--- src/design/swtb_pkg.sv ---
`timescale 1ns / 1ps

package swtb_pkg;

    // Bank size; timers 0..7 are reachable from the ports.
    localparam int NUM_TIMERS = 8;
    localparam int IDX_W      = (NUM_TIMERS > 1) ? $clog2(NUM_TIMERS) : 1;
    localparam int MASK_W     = 8;
    localparam int PAD_W      = (NUM_TIMERS > MASK_W) ? NUM_TIMERS : MASK_W;
    localparam int TIME_W     = 32;
    localparam int HALF_W     = 16;

    typedef enum logic
    {
        KIND_TICK  = 1'b0,
        KIND_START = 1'b1
    } kind_t;

    typedef struct packed
    {
        logic [0:0]        kind;
        logic [15:0]       counter_low;
        logic [2:0]        timer_index;
        logic [TIME_W-1:0] interval_ticks;
    } swtb_item_t;

    typedef struct packed
    {
        logic [MASK_W-1:0] running_mask;
        logic [MASK_W-1:0] expired_mask;
        logic [TIME_W-1:0] current_time;
    } swtb_result_t;

endpackage

--- src/design/software_timer_bank.sv ---
`timescale 1ns / 1ps

// Bank of NUM_TIMERS one-shot timers on a 32-bit time base ({extension count,
// sampled 16-bit counter}). A start transfer loads a timer's interval, takes the
// current time as its reference and sets it running; a tick transfer bumps the
// extension count, rebuilds the time and checks every running timer, stopping
// those whose elapsed time (mod 2^32) is greater than the interval. Each input
// transfer yields exactly one result transfer with the running mask, the timers
// that expired on it, and the time. A start goes from idle straight to the
// finish state; a tick steps one subtract/compare unit through the timer
// table one entry per cycle via a registered table read, then passes a last
// state before finishing. The input is ready only while the sequencer is idle;
// a finished result waits in the output register and does not block the next
// input transfer, only the next result load.
module software_timer_bank
    import swtb_pkg::*;
(
    input  logic         clk,
    input  logic         rst_n,
    input  logic         item_valid,
    output logic         item_ready,
    input  swtb_item_t   item,
    output logic         result_valid,
    input  logic         result_ready,
    output swtb_result_t result
);

    typedef enum logic [3:0]
    {
        S_IDLE   = 4'b0001,
        S_SCAN   = 4'b0010,
        S_LAST   = 4'b0100,
        S_FINISH = 4'b1000
    } state_t;

    state_t state_reg, state_next;

    logic [HALF_W-1:0]     ext_reg, ext_next;
    logic [TIME_W-1:0]     time_reg, time_next;
    logic [NUM_TIMERS-1:0] running_reg, running_next;
    logic [NUM_TIMERS-1:0] expired_reg, expired_next;
    logic [IDX_W-1:0]      scan_idx_reg, scan_idx_next;
    logic [IDX_W-1:0]      cmp_idx_reg, cmp_idx_next;
    logic                  cmp_valid_reg, cmp_valid_next;
    logic                  result_valid_reg, result_valid_next;
    swtb_result_t          result_reg, result_next;

    // timer table: interval and reference per timer, registered reads
    logic [TIME_W-1:0] interval_mem [NUM_TIMERS];
    logic [TIME_W-1:0] reference_mem [NUM_TIMERS];
    logic [TIME_W-1:0] ivl_rd_reg;
    logic [TIME_W-1:0] ref_rd_reg;

    logic             accept;
    logic             start_write;
    logic [IDX_W-1:0] start_addr;
    logic             hit;
    logic             load_result;
    logic [PAD_W-1:0] running_pad;
    logic [PAD_W-1:0] expired_pad;

    assign item_ready   = (state_reg == S_IDLE);
    assign accept       = item_valid && item_ready;
    assign start_addr   = IDX_W'(item.timer_index);
    // starts beyond the bank are dropped
    assign start_write  = accept && (item.kind == KIND_START)
                          && (32'(item.timer_index) < NUM_TIMERS);
    assign load_result  = (state_reg == S_FINISH) && (!result_valid_reg || result_ready);
    assign running_pad  = PAD_W'(running_reg);
    assign expired_pad  = PAD_W'(expired_reg);

    assign result_valid = result_valid_reg;
    assign result       = result_reg;

    swtb_expiry_unit u_expiry
    (
        .time_now  (time_reg),
        .reference (ref_rd_reg),
        .interval  (ivl_rd_reg),
        .expired   (hit)
    );

    always_ff @(posedge clk)
    begin
        if (start_write)
        begin
            interval_mem[start_addr]  <= item.interval_ticks;
            reference_mem[start_addr] <= time_reg;
        end
        ivl_rd_reg <= interval_mem[scan_idx_reg];
        ref_rd_reg <= reference_mem[scan_idx_reg];
        result_reg <= result_next;
    end

    always_comb
    begin
        state_next        = state_reg;
        ext_next          = ext_reg;
        time_next         = time_reg;
        running_next      = running_reg;
        expired_next      = expired_reg;
        scan_idx_next     = scan_idx_reg;
        cmp_idx_next      = cmp_idx_reg;
        cmp_valid_next    = 1'b0;
        result_valid_next = result_valid_reg;
        result_next       = result_reg;

        if (result_valid_reg && result_ready)
        begin
            result_valid_next = 1'b0;
        end

        // compare stage, fed by the registered table read
        if (cmp_valid_reg && running_reg[cmp_idx_reg] && hit)
        begin
            running_next[cmp_idx_reg] = 1'b0;
            expired_next[cmp_idx_reg] = 1'b1;
        end

        case (state_reg)
            S_IDLE:
            begin
                if (accept)
                begin
                    expired_next = '0;
                    if (item.kind == KIND_TICK)
                    begin
                        ext_next      = ext_reg + 1'b1;
                        time_next     = {ext_reg + 1'b1, item.counter_low};
                        scan_idx_next = '0;
                        state_next    = S_SCAN;
                    end
                    else
                    begin
                        if (start_write)
                        begin
                            running_next[start_addr] = 1'b1;
                        end
                        state_next = S_FINISH;
                    end
                end
            end
            S_SCAN:
            begin
                cmp_valid_next = 1'b1;
                cmp_idx_next   = scan_idx_reg;
                if (scan_idx_reg == IDX_W'(NUM_TIMERS - 1))
                begin
                    state_next = S_LAST;
                end
                else
                begin
                    scan_idx_next = scan_idx_reg + 1'b1;
                end
            end
            S_LAST:
            begin
                state_next = S_FINISH;
            end
            S_FINISH:
            begin
                if (load_result)
                begin
                    result_next.running_mask = running_pad[MASK_W-1:0];
                    result_next.expired_mask = expired_pad[MASK_W-1:0];
                    result_next.current_time = time_reg;
                    result_valid_next        = 1'b1;
                    state_next               = S_IDLE;
                end
            end
            default:
            begin
                state_next = S_IDLE;
            end
        endcase
    end

    always_ff @(posedge clk or negedge rst_n)
    begin
        if (!rst_n)
        begin
            state_reg        <= S_IDLE;
            ext_reg          <= '0;
            time_reg         <= '0;
            running_reg      <= '0;
            expired_reg      <= '0;
            scan_idx_reg     <= '0;
            cmp_idx_reg      <= '0;
            cmp_valid_reg    <= 1'b0;
            result_valid_reg <= 1'b0;
        end
        else
        begin
            state_reg        <= state_next;
            ext_reg          <= ext_next;
            time_reg         <= time_next;
            running_reg      <= running_next;
            expired_reg      <= expired_next;
            scan_idx_reg     <= scan_idx_next;
            cmp_idx_reg      <= cmp_idx_next;
            cmp_valid_reg    <= cmp_valid_next;
            result_valid_reg <= result_valid_next;
        end
    end

endmodule

--- src/design/swtb_expiry_unit.sv ---
`timescale 1ns / 1ps

// Shared elapsed-time check: (now - ref) mod 2^32 > interval.
module swtb_expiry_unit
    import swtb_pkg::*;
(
    input  logic [TIME_W-1:0] time_now,
    input  logic [TIME_W-1:0] reference,
    input  logic [TIME_W-1:0] interval,
    output logic              expired
);

    logic [TIME_W-1:0] elapsed;

    assign elapsed = time_now - reference;
    assign expired = elapsed > interval;

endmodule
--- config.mk ---
export PLATFORM = sky130hd
export DESIGN_NAME = software_timer_bank
export DESIGN_NICKNAME = d
export VERILOG_FILES = /design/src/design/swtb_pkg.sv /design/src/design/software_timer_bank.sv /design/src/design/swtb_expiry_unit.sv
export SDC_FILE = /design/constraint.sdc
export NUM_CORES = 1
export LEC_CHECK = 0
export ABC_AREA = 1
export ABC_CLOCK_PERIOD_IN_PS = 4200
export BUFFER_PORTS_ARGS = -buffer_cell sky130_fd_sc_hd__buf_2
export CORE_ASPECT_RATIO = 1.2
export CORE_MARGIN = 1
export CORE_UTILIZATION = 35
export DETAILED_ROUTE_END_ITERATION = 6
export GPL_ROUTABILITY_DRIVEN = 0
export PLACE_DENSITY = 0.52
export SLEW_MARGIN = 40
export SYNTH_ARGS = -nofsm -noshare
export SYNTH_HDL_FRONTEND = slang
export SYNTH_HIERARCHICAL = 1
export SYNTH_SLANG_ARGS = --single-unit
--- constraint.sdc ---
create_clock -name clk -period 4.2 [get_ports clk]
set_input_delay 0.84 -clock clk [delete_from_list [all_inputs] [get_ports clk]]
set_output_delay 0.84 -clock clk [all_outputs]
set_load 0.03 [all_outputs]
## Word-level counts from Yosys, hierarchy flattened

Memory sizes are Yosys's and may differ from the RTL's. A register that Yosys moved wholly into a read port is not among the register bits.
Index checks and enable logic that the tools add are counted.

| storage, ports and cells | value |
|---|---|
| register bits after elaboration | 124 |
| RAM bits | 512 |
| bits of input ports | 56 |
| output and inout bits | 50 |
| memories | 2 |

| operators by class | value |
|---|---|
| $add $sub $neg | 3 |
| order comparisons | 5 |
| equal/unequal tests | 10 |
| multiplexer cells | 29 |
| bitwise gates (word level) | 5 |
| reductions and logical operators | 15 |

Memory list:

| name | words | bits a word | rd ports | clocked after memory_dff | write ports | line | RTL |
|---|---|---|---|---|---|---|---|
| interval_mem | 8 | 32 | 1 | 1 | 1 | software_timer_bank.sv:49 | `logic [TIME_W-1:0] interval_mem [NUM_TIMERS];` |
| reference_mem | 8 | 32 | 1 | 1 | 1 | software_timer_bank.sv:50 | `logic [TIME_W-1:0] reference_mem [NUM_TIMERS];` |

Operator list:

| cell | count |
|---|---|
| $mux W8 | 8 |
| $gt A32 B32 Y1 | 1 |
| $sub A32 B32 Y32 | 1 |
| $add A16 B1 Y16 const B | 1 |
| $mux W4 | 4 |
| $or A8 B8 Y8 | 2 |
| $pmux W4 S4 | 1 |
| $mux W1 | 9 |
| $mux W3 | 3 |
| $and A8 B8 Y8 | 1 |
| $logic_and A1 B1 Y1 | 8 |
| $lt A3 B4 Y1 const B | 2 |
| $ne A2 B2 Y1 const B | 4 |
| $not A8 Y8 | 1 |
| $demux W1 S3 | 2 |
| $ge A3 B1 Y1 const B | 2 |
| $pmux W3 S2 | 1 |
| $reduce_and A3 Y1 | 2 |
| $eq A4 B1 Y1 const B | 1 |
| $eq A4 B2 Y1 const B | 1 |
| $eq A4 B3 Y1 const B | 1 |
| $eq A4 B4 Y1 const B | 1 |
| $reduce_and A4 Y1 | 1 |
| $add A3 B1 Y3 const B | 1 |
| other kinds (8) | 8 |

## Depth between registers and ports, before layout

Gate-level depths: netlist (run 1).

| logic depth | value |
|---|---|
| depth in word-level cells | 12 |
| depth in mapped cells | 28 |
| mapped depth without buffers | 28 |

## Hierarchy

The synthesis (run 1) kept the hierarchy.

Modules (own cells, without submodules):

| module | times used | cells an instance | area each (sq um) | sequential area each (sq um) |
|---|---|---|---|---|
| software_timer_bank | 1 | 1909 | 25356.8 | 19600.0 |
| swtb_expiry_unit | 1 | 653 | 3275.6 | 0.0 |

## Worst setup path before layout (run 1)

No wires, ideal clock.

| timing path | value |
|---|---|
| path type | in2reg |
| from | in result_ready |
| to | reg result_reg (netlist bit result[0]) (enable) |
| library setup time | 0.453 ns |
| arrival time | 2.904 ns |
| required time | 3.747 ns |
| path slack | 0.842 ns |
| stages | 2 |
| buffers on the path | 0 |
| path through | nor2_1 > nor2_1 |

| between the ends | value |
|---|---|
| longest elaborated chain between the ends | 3 |

Ends and longest elaborated chain:

| element | line | RTL |
|---|---|---|
| from (decl) | software_timer_bank.sv:24 | `input logic result_ready,` |
| $logic_or A1 B1 Y1 | software_timer_bank.sv:68 | `assign load_result = (state_reg == S_FINISH) && (!result_valid_reg \|\| result_ready);` |
| $logic_and A1 B1 Y1 | software_timer_bank.sv:68 |  |
| $reduce_and A2 Y1 (no line) | n/a |  |
| to (signal assigned) | software_timer_bank.sv:92 | `result_reg <= result_next;` |
| to (decl) | software_timer_bank.sv:46 | `swtb_result_t result_reg, result_next;` |

No other way between the ends.
A chain may end at the register's enable or synchronous reset.

## Worst setup path after layout (run 1)

| timing path | value |
|---|---|
| from | reg time_reg[6] |
| to | reg running_reg[5], in the netlist running_pad[5] |

| between the ends | value |
|---|---|
| longest elaborated chain between the ends | 9 |

Ends and longest elaborated chain:

| element | line | RTL |
|---|---|---|
| from (decl) | software_timer_bank.sv:39 | `logic [TIME_W-1:0] time_reg, time_next;` |
| from (signal assigned) | software_timer_bank.sv:196 | `time_reg <= time_next;` |
| $sub A32 B32 Y32 * | swtb_expiry_unit.sv:15 | `assign elapsed = time_now - reference;` |
| $gt A32 B32 Y1 * | swtb_expiry_unit.sv:16 | `assign expired = elapsed > interval;` |
| via hit | software_timer_bank.sv:57 | `logic hit;` |
| $logic_and A1 B1 Y1 * | software_timer_bank.sv:114 | `if (cmp_valid_reg && running_reg[cmp_idx_reg] && hit)` |
| $mux W8 * | software_timer_bank.sv:114 |  |
| $or A8 B8 Y8 (no line) | n/a |  |
| $mux W8 | software_timer_bank.sv:135 | `if (start_write)` |
| $mux W8 | software_timer_bank.sv:126 | `if (item.kind == KIND_TICK)` |
| $mux W8 | software_timer_bank.sv:123 | `if (accept)` |
| $mux W8 * | software_timer_bank.sv:120 | `case (state_reg)` |
| via running_next[5] | software_timer_bank.sv:40 | `logic [NUM_TIMERS-1:0] running_reg, running_next;` |
| to (signal assigned) | software_timer_bank.sv:197 | `running_reg <= running_next;` |
| to (decl) | software_timer_bank.sv:40 |  |

Mark *: on every way through the listed nets, which the timed path passes. The rest lies on a longest branch.

==> results.md, run 1 <==
* Status: complete, no violations
* GR Util met2 at 0.315
* M3 GR Usage at 0.0274
* Post-route setup slack at 429 ps
* H-tree depth at 3
* CTS tree: yes
* Post-synth EDFFs at 560
* DRT iter0 DRCs at 1383
* Pre-antenna DRT Iters at 5
* # rows at 114
* Layout net count at 2800
* Crit path required time at 4710 ps
* Max_cap viols at 0
* Synth async-reset ratio at 0.0877
* RSZ-0062 raised after global routing: no
* Final Hold Viols at 0
* Leakage Power at 0.0129 uW
* Multi-input logic area at 0.00750 mm^2
* Starting density of the core at 0.355
* Critical Path End Type: register
* DP Wirelength at 44400 um
* Top-count cell post-synth: edfxtp_1
* Main synth FF type: edfxtp_1
* Final period util at 0.898
* Num ports at 106
* Setup TNS at 0 ps
* Hold crit path type: input pin to asynchronous set/reset pin
* First-pass GRT wire length at 113000 um
* Die area at 0.0830 mm^2
* Top cells by count, synth: 560 x edfxtp_1, 558 x nand2_1, 323 x nor2_1
* Flops & latches, synth at 684
* Total grt overflow at 0
* Fraction of layout cells with a size suffix above 1 at 0.105
* Die Height at 315 um
* Top cells by area, synth: edfxtp_1 59%, nand2_1 7.3%, dfrtp_1 5.2%, dfxtp_1 4.5%, nor2_1 4.2%
* Gr usage total at 0.179
* Synth Instances at 2562
* Syn avg cell area at 11.2 um^2
* Pre-CTS setup slack at 302 ps
* Register area share after synthesis at 0.685
* IO buf count at 105
* Drt total wl at 74000 um
* Drc violations at 0
* Post-synth top area cell: edfxtp_1
* Worst-margin pin slew at 799 ps
* Synth top area share at 0.587
* Yosys cell types at 38
* Wire length per cell at 19.6 um
* GR peak layer: met2
* Mapped Area at 0.0286 mm^2
* Minimum clock period at 3770 ps
* Max Root-Sink Buffers at 3
* Vias in the first global route at 18900
* Max-slew violation count at 0
* Pwr dens at 714 mW/mm^2
* Post-CTS setup buffers at 0
* Met1 usage in global routing at 0.222
* Initial antenna violation count at 12
* Clock-pin slew on the worst setup and hold paths at 60 ps
* FF/Latch Area at 0.0196 mm^2
* Clock buffer count from CTS at 70
* Vias per Instance at 4.98
* Synth Net Count at 2685
* Fillers at 7729
* Clock skew at 24.3 ps
* Slew headroom at 0.466
* Root Buffer: clkbuf_16
* YS warnings at 6
* DR vias at 18800
* Area Overhead vs Synth at 13.7%
* CP arrival at 4280 ps
* Final setup fails at 0
* Max frequency at 265 MHz
* Worst skew pair latency at 620 ps
* CTS Sinks at 684
* Pin count of the biggest net entering global routing at 131
* Die Wd at 263 um
* CP Launch Type: register
* Core region area at 0.0807 mm^2
* Kind of critical path: register to register
* Largest fanout on the critical path at 11
* DRT antenna net count at 0
* Fin area at 0.0325 mm^2
* Placed Area at 0.0303 mm^2
* Max IR drop VDD at 0.487 mV
-- kinds of logic after synthesis --
group	count (synthesis)	share of synthesized area
buffers and inverters	342	0.0543
AO/OA/AOI/OAI	448	0.0847
adder cells (fa/ha/maj)	67	0.0295
XOR/XNOR	28	0.00856
AND/OR/NAND/NOR	993	0.138
flip-flops	684	0.685
-- final timing paths --
check                                from              end  slack (ps)  depth (start not counted)
max in group asynchronous           rst_n  scan_idx_reg[0]        3400                          1
setup / recovery              time_reg[6]   running_pad[5]         430                         23
min in group clk                 item[45]     time_reg[10]         420                          3
hold / removal                      rst_n       ext_reg[6]         250                          1
setup reg to reg              time_reg[6]   running_pad[5]         430                         23
hold reg to reg            expired_pad[4]       result[36]         450                          0
-- critical path: stages (launching register included) --
cell and delay (ps):
dfrtp_1 510, ha_1 420, nand2_1 120, inv_1 70, a21oi_1 170, nand2_2 110
nand2_1 80, nand2_2 100, nand2_2 80, nand2_1 50, nand2_1 50, nand2_1 70
ha_1 330, nand4_1 100, nor3_1 210, nand3_1 130, inv_1 70, nand2_1 60
a21oi_2 250, nand2_1 90, inv_1 240, nand3_1 160, nand2_1 80, nand2_1 50
-- layer usage --
metal  part of all wire  up-vias  wire length [um]
met5             0.0013        -                93
met4              0.026       14              1930
met3              0.040      126              2940
met2               0.50      383             37100
met1               0.43     9284             32000
li1                   -     9007                 -
-- report_power, final --
part	switching (uW)	internal (uW)	leakage, uW
Combinational	5650	2610	0.00552
Clock	2590	3410	0.00107
Sequential	635	8320	0.00628
Total	8880	14300	0.0129
-- what timing repair did --
item | 4_1_cts | 5_1_grt
setup endpoints to repair | 0 | 16
endpoints found under the hold margin | 0 | 0
hold buffers | 0 | 0
gates resized for setup | 0 | 2
-- placed cells by master, fill, tap and decap left out, drive strengths merged --
cell type,synthesis,routed
nand2,571,571
edfxtp,560,560
nor2,328,328
o21ai,271,271
inv,236,232
buf,57,149
o22ai,128,128
clkbuf,49,93
ha,66,66
dfxtp,64,64
dfrtp,59,59
nand3,56,56
a21oi,40,40
clkinv,0,33
nor3,23,23
xor2,22,22
nand4,12,12
xnor2,6,6
o21bai,5,5
bufinv,0,4
diode,0,3
a21o,3,3
and3,2,2
clkinvlp,0,1
dfstp,1,1
nand3b,1,1
o21a,1,1
fa,1,1
-- per-stage QoR --
step / hold slack (ps) / power (uW) / instances / util
6_report: 246 / 23200 / 3779 / 0.403
3_5_place_dp: 446 / 17400 / 3648 / 0.376
5_1_grt: 281 / 24800 / 3779 / 0.403
3_3_place_gp: 439 / 17200 / 3648 / 0.376
4_1_cts: 250 / 23400 / 3775 / 0.403
2_1_floorplan: 425 / 14900 / 2562 / -
-- layout make-up --
cell class / instances / area share
multi-input cells: 1536 / 0.230
repair buffers: 149 / 0.0321
clock buffers: 93 / 0.0577
diodes: 3 / 0.000231
well taps: 1044 / 0.0401
flip-flops and latches: 684 / 0.603
inverters: 236 / 0.0278
clock inverters: 34 / 0.00904
Note: power is estimated with default switching activity, not from simulation.
==> run 2, diff against run 1 <==
==> constraint.sdc (replaced) <==
create_clock -name clk -period 4.2 [get_ports clk]
set_input_delay 1.05 -clock clk [delete_from_list [all_inputs] [get_ports clk]]
set_output_delay 1.05 -clock clk [all_outputs]
set_load 0.03 [all_outputs]
==> run 2 against run 1 <==
  * Global-route usage barely moved
  * Design area is 0.45% higher
  * Flip-flop and latch count is the same
  * Cell count is 0.11% higher
  * Power grew 1.6%
  * Setup slack worse by 51 ps
  * First-iteration DRC count shrank 9.8%
  * Critical path depth stayed put
  * Sequential share of layout area down 0.27 points
==> results.md, run 2 (synthesized netlist as in run 1, its figures left out) <==
* Total grt overflow at 0 (unchanged)
* Final Util at 0.405 (+0.00183)
* Pre-antenna DRT Iters at 7 (+2)
* Drt total wl at 74000 um (about the same)
* Commonest non-fill, non-tap cell in the layout: edfxtp_1
* Final period util at 0.910 (+0.0122)
* Layout net count at 2801 (+0.036%)
* DP Wirelength at 43800 um (-1.5%)
* RSZ-0062 raised after global routing: no
* Reg2reg setup slack at 380 ps (-50 ps)
* Fillers at 7691 (-0.49%)
* Vias per Instance at 4.96 (-0.37%)
* Worst-margin pin slew at 817 ps (+18.1 ps)
* IO buf count at 105 (unchanged)
* Wire length per cell at 19.6 um (about the same)
* Status: complete, no violations
* Die Wd at 263 um (unchanged)
* CTS hold repair buffers at 0 (unchanged)
* Total power draw at 23600 uW (+1.6%)
* Minimum clock period at 3820 ps (+51.1 ps)
* Pin count of the biggest net entering global routing at 160 (+22%)
* Clock buffer count from CTS at 71 (+1.4%)
* Setup TNS at 0 ps (unchanged)
* Core region area at 0.0807 mm^2 (unchanged)
* DRT antenna net count at 0 (unchanged)
* H-tree depth at 3 (unchanged)
* Fin cells at 3783 (+0.11%)
* Max IR drop VDD at 0.373 mV (-23%)
* Kind of critical path: register to register
* Die Height at 315 um (unchanged)
* Final Hold Viols at 0 (unchanged)
* Pwr dens at 722 mW/mm^2 (+1.2%)
* CTS tree: yes
* Max_cap viols at 0 (unchanged)
* Root Buffer: clkbuf_16
* CP arrival at 4340 ps (+60 ps)
* Clock-pin slew on the worst setup and hold paths at 60 ps (about the same)
* DR vias at 18800 (-0.26%)
* Max frequency at 262 MHz (-1.3%)
* Num ports at 106 (unchanged)
* Area Overhead vs Synth at 14.2%
* Largest fanout on the critical path at 11 (unchanged)
* Gr usage total at 0.179 (about the same)
* Hold crit path type: input pin to asynchronous set/reset pin
* Initial antenna violation count at 9 (-3)
* Crit Reg-Reg Endpoint: running_pad[4]
* Starting density of the core at 0.355 (unchanged)
* FF/Latch Area at 0.0196 mm^2 (about the same)
* DRT iter0 DRCs at 1248 (-9.8%)
* Commonest non-fill, non-tap cells in the layout: 560 x edfxtp_1, 558 x nand2_1, 322 x nor2_1
* Worst skew pair latency at 630 ps (about the same)
* CTS Sinks at 684 (unchanged)
* DP Cell Count at 3649 (+0.027%)
* # rows at 114 (unchanged)
* Final hold slack at 439 ps (+193 ps)
* Vias in the first global route at 19100 (+0.73%)
* Max-slew violation count at 0 (unchanged)
* Leakage Power at 0.0130 uW (+0.63%)
* FF-to-FF Start: time_reg[6]
* Clock skew at 25.1 ps (+0.868 ps)
* CP Launch Type: register
* Max Root-Sink Buffers at 3 (unchanged)
* First-pass GRT wire length at 114000 um (+0.96%)
* FF-to-FF path depth at 23 (unchanged)
* Final setup fails at 0 (unchanged)
* Crit path required time at 4720 ps (about the same)
* Slew headroom at 0.456 (-0.0103)
* Critical Path End Type: register
* Fraction of layout cells with a size suffix above 1 at 0.109 (+0.00387)
* Drc violations at 0 (unchanged)
* Die area at 0.0830 mm^2 (unchanged)
* Multi-input logic area at 0.00750 mm^2 (unchanged)
## run 2: cell types whose count changed in the layout (fill, tap and decap cells not counted), sizes merged
cell / previous run / this run
clkbuf: 93 / 100
clkinv: 33 / 29
clkinvlp: 1 / 3
inv: 232 / 230
bufinv: 4 / 5
## run 2: power by group
part / leakage (uW) / internal, uW / switching, uW
Sequential: 0.00628 / 8330 / 544
Combinational: 0.00552 / 2610 / 5760
Clock: 0.00116 / 3750 / 2610
Total: 0.0130 / 14700 / 8920
## run 2: worst max-delay path: stages, from the launching register on
cell,delay (ps)
dfrtp_1,510
ha_1,430
nand2_1,130
inv_1,70
a21oi_1,180
nand2_2,110
nand2_1,90
nand2_2,90
nand2_1,120
nand2_1,70
nand2_1,60
nand2_1,50
ha_1,300
nand2_1,90
nor3_1,280
nand3_1,140
inv_1,70
nand2_1,60
a21oi_2,230
nand2_1,100
inv_1,230
nand3_1,170
nand2_1,90
nand2_1,50
## run 2: layout make-up
class | instances | share of cell area
Sequential cell | 684 | 0.600
Multi-Input combinational cell | 1536 | 0.229
Clock buffer | 100 | 0.0631
Tap cell | 1044 | 0.0400
Timing Repair Buffer | 149 | 0.0304
Inverter | 236 | 0.0279
Clock inverter | 31 | 0.00922
Antenna cell | 3 | 0.000230
## run 2: stage by stage
stage	setup slack (ps)	instance area [um^2]
6_report	377	32700
5_1_grt	32.6	32700
4_1_cts	242	32700
3_5_place_dp	270	30300
3_3_place_gp	314	30300
2_1_floorplan	632	28600
## run 2: routing by layer
metal  track usage  routed length, um
met5             0                 55
met4        0.0634               1720
met3        0.0270               3160
met2         0.315              37000
met1         0.224              32100
## run 2: worst max path at each step
| stage | end | start | depth (start not counted) |
|---|---|---|---|
| 2_1_floorplan | result[0] | result_ready | 2 |
| 3_3_place_gp | running_pad[4] | ext_reg[6] | 20 |
| 3_5_place_dp | running_pad[4] | time_reg[5] | 23 |
| 4_1_cts | running_pad[4] | time_reg[5] | 23 |
| 5_1_grt | running_pad[4] | time_reg[6] | 23 |
| 6_report | running_pad[4] | time_reg[6] | 23 |
## run 2: repair_timing
action	4_1_cts	5_1_grt
endpoints found under the setup margin	0	16
resized for setup	0	3
buffers inserted	0	0
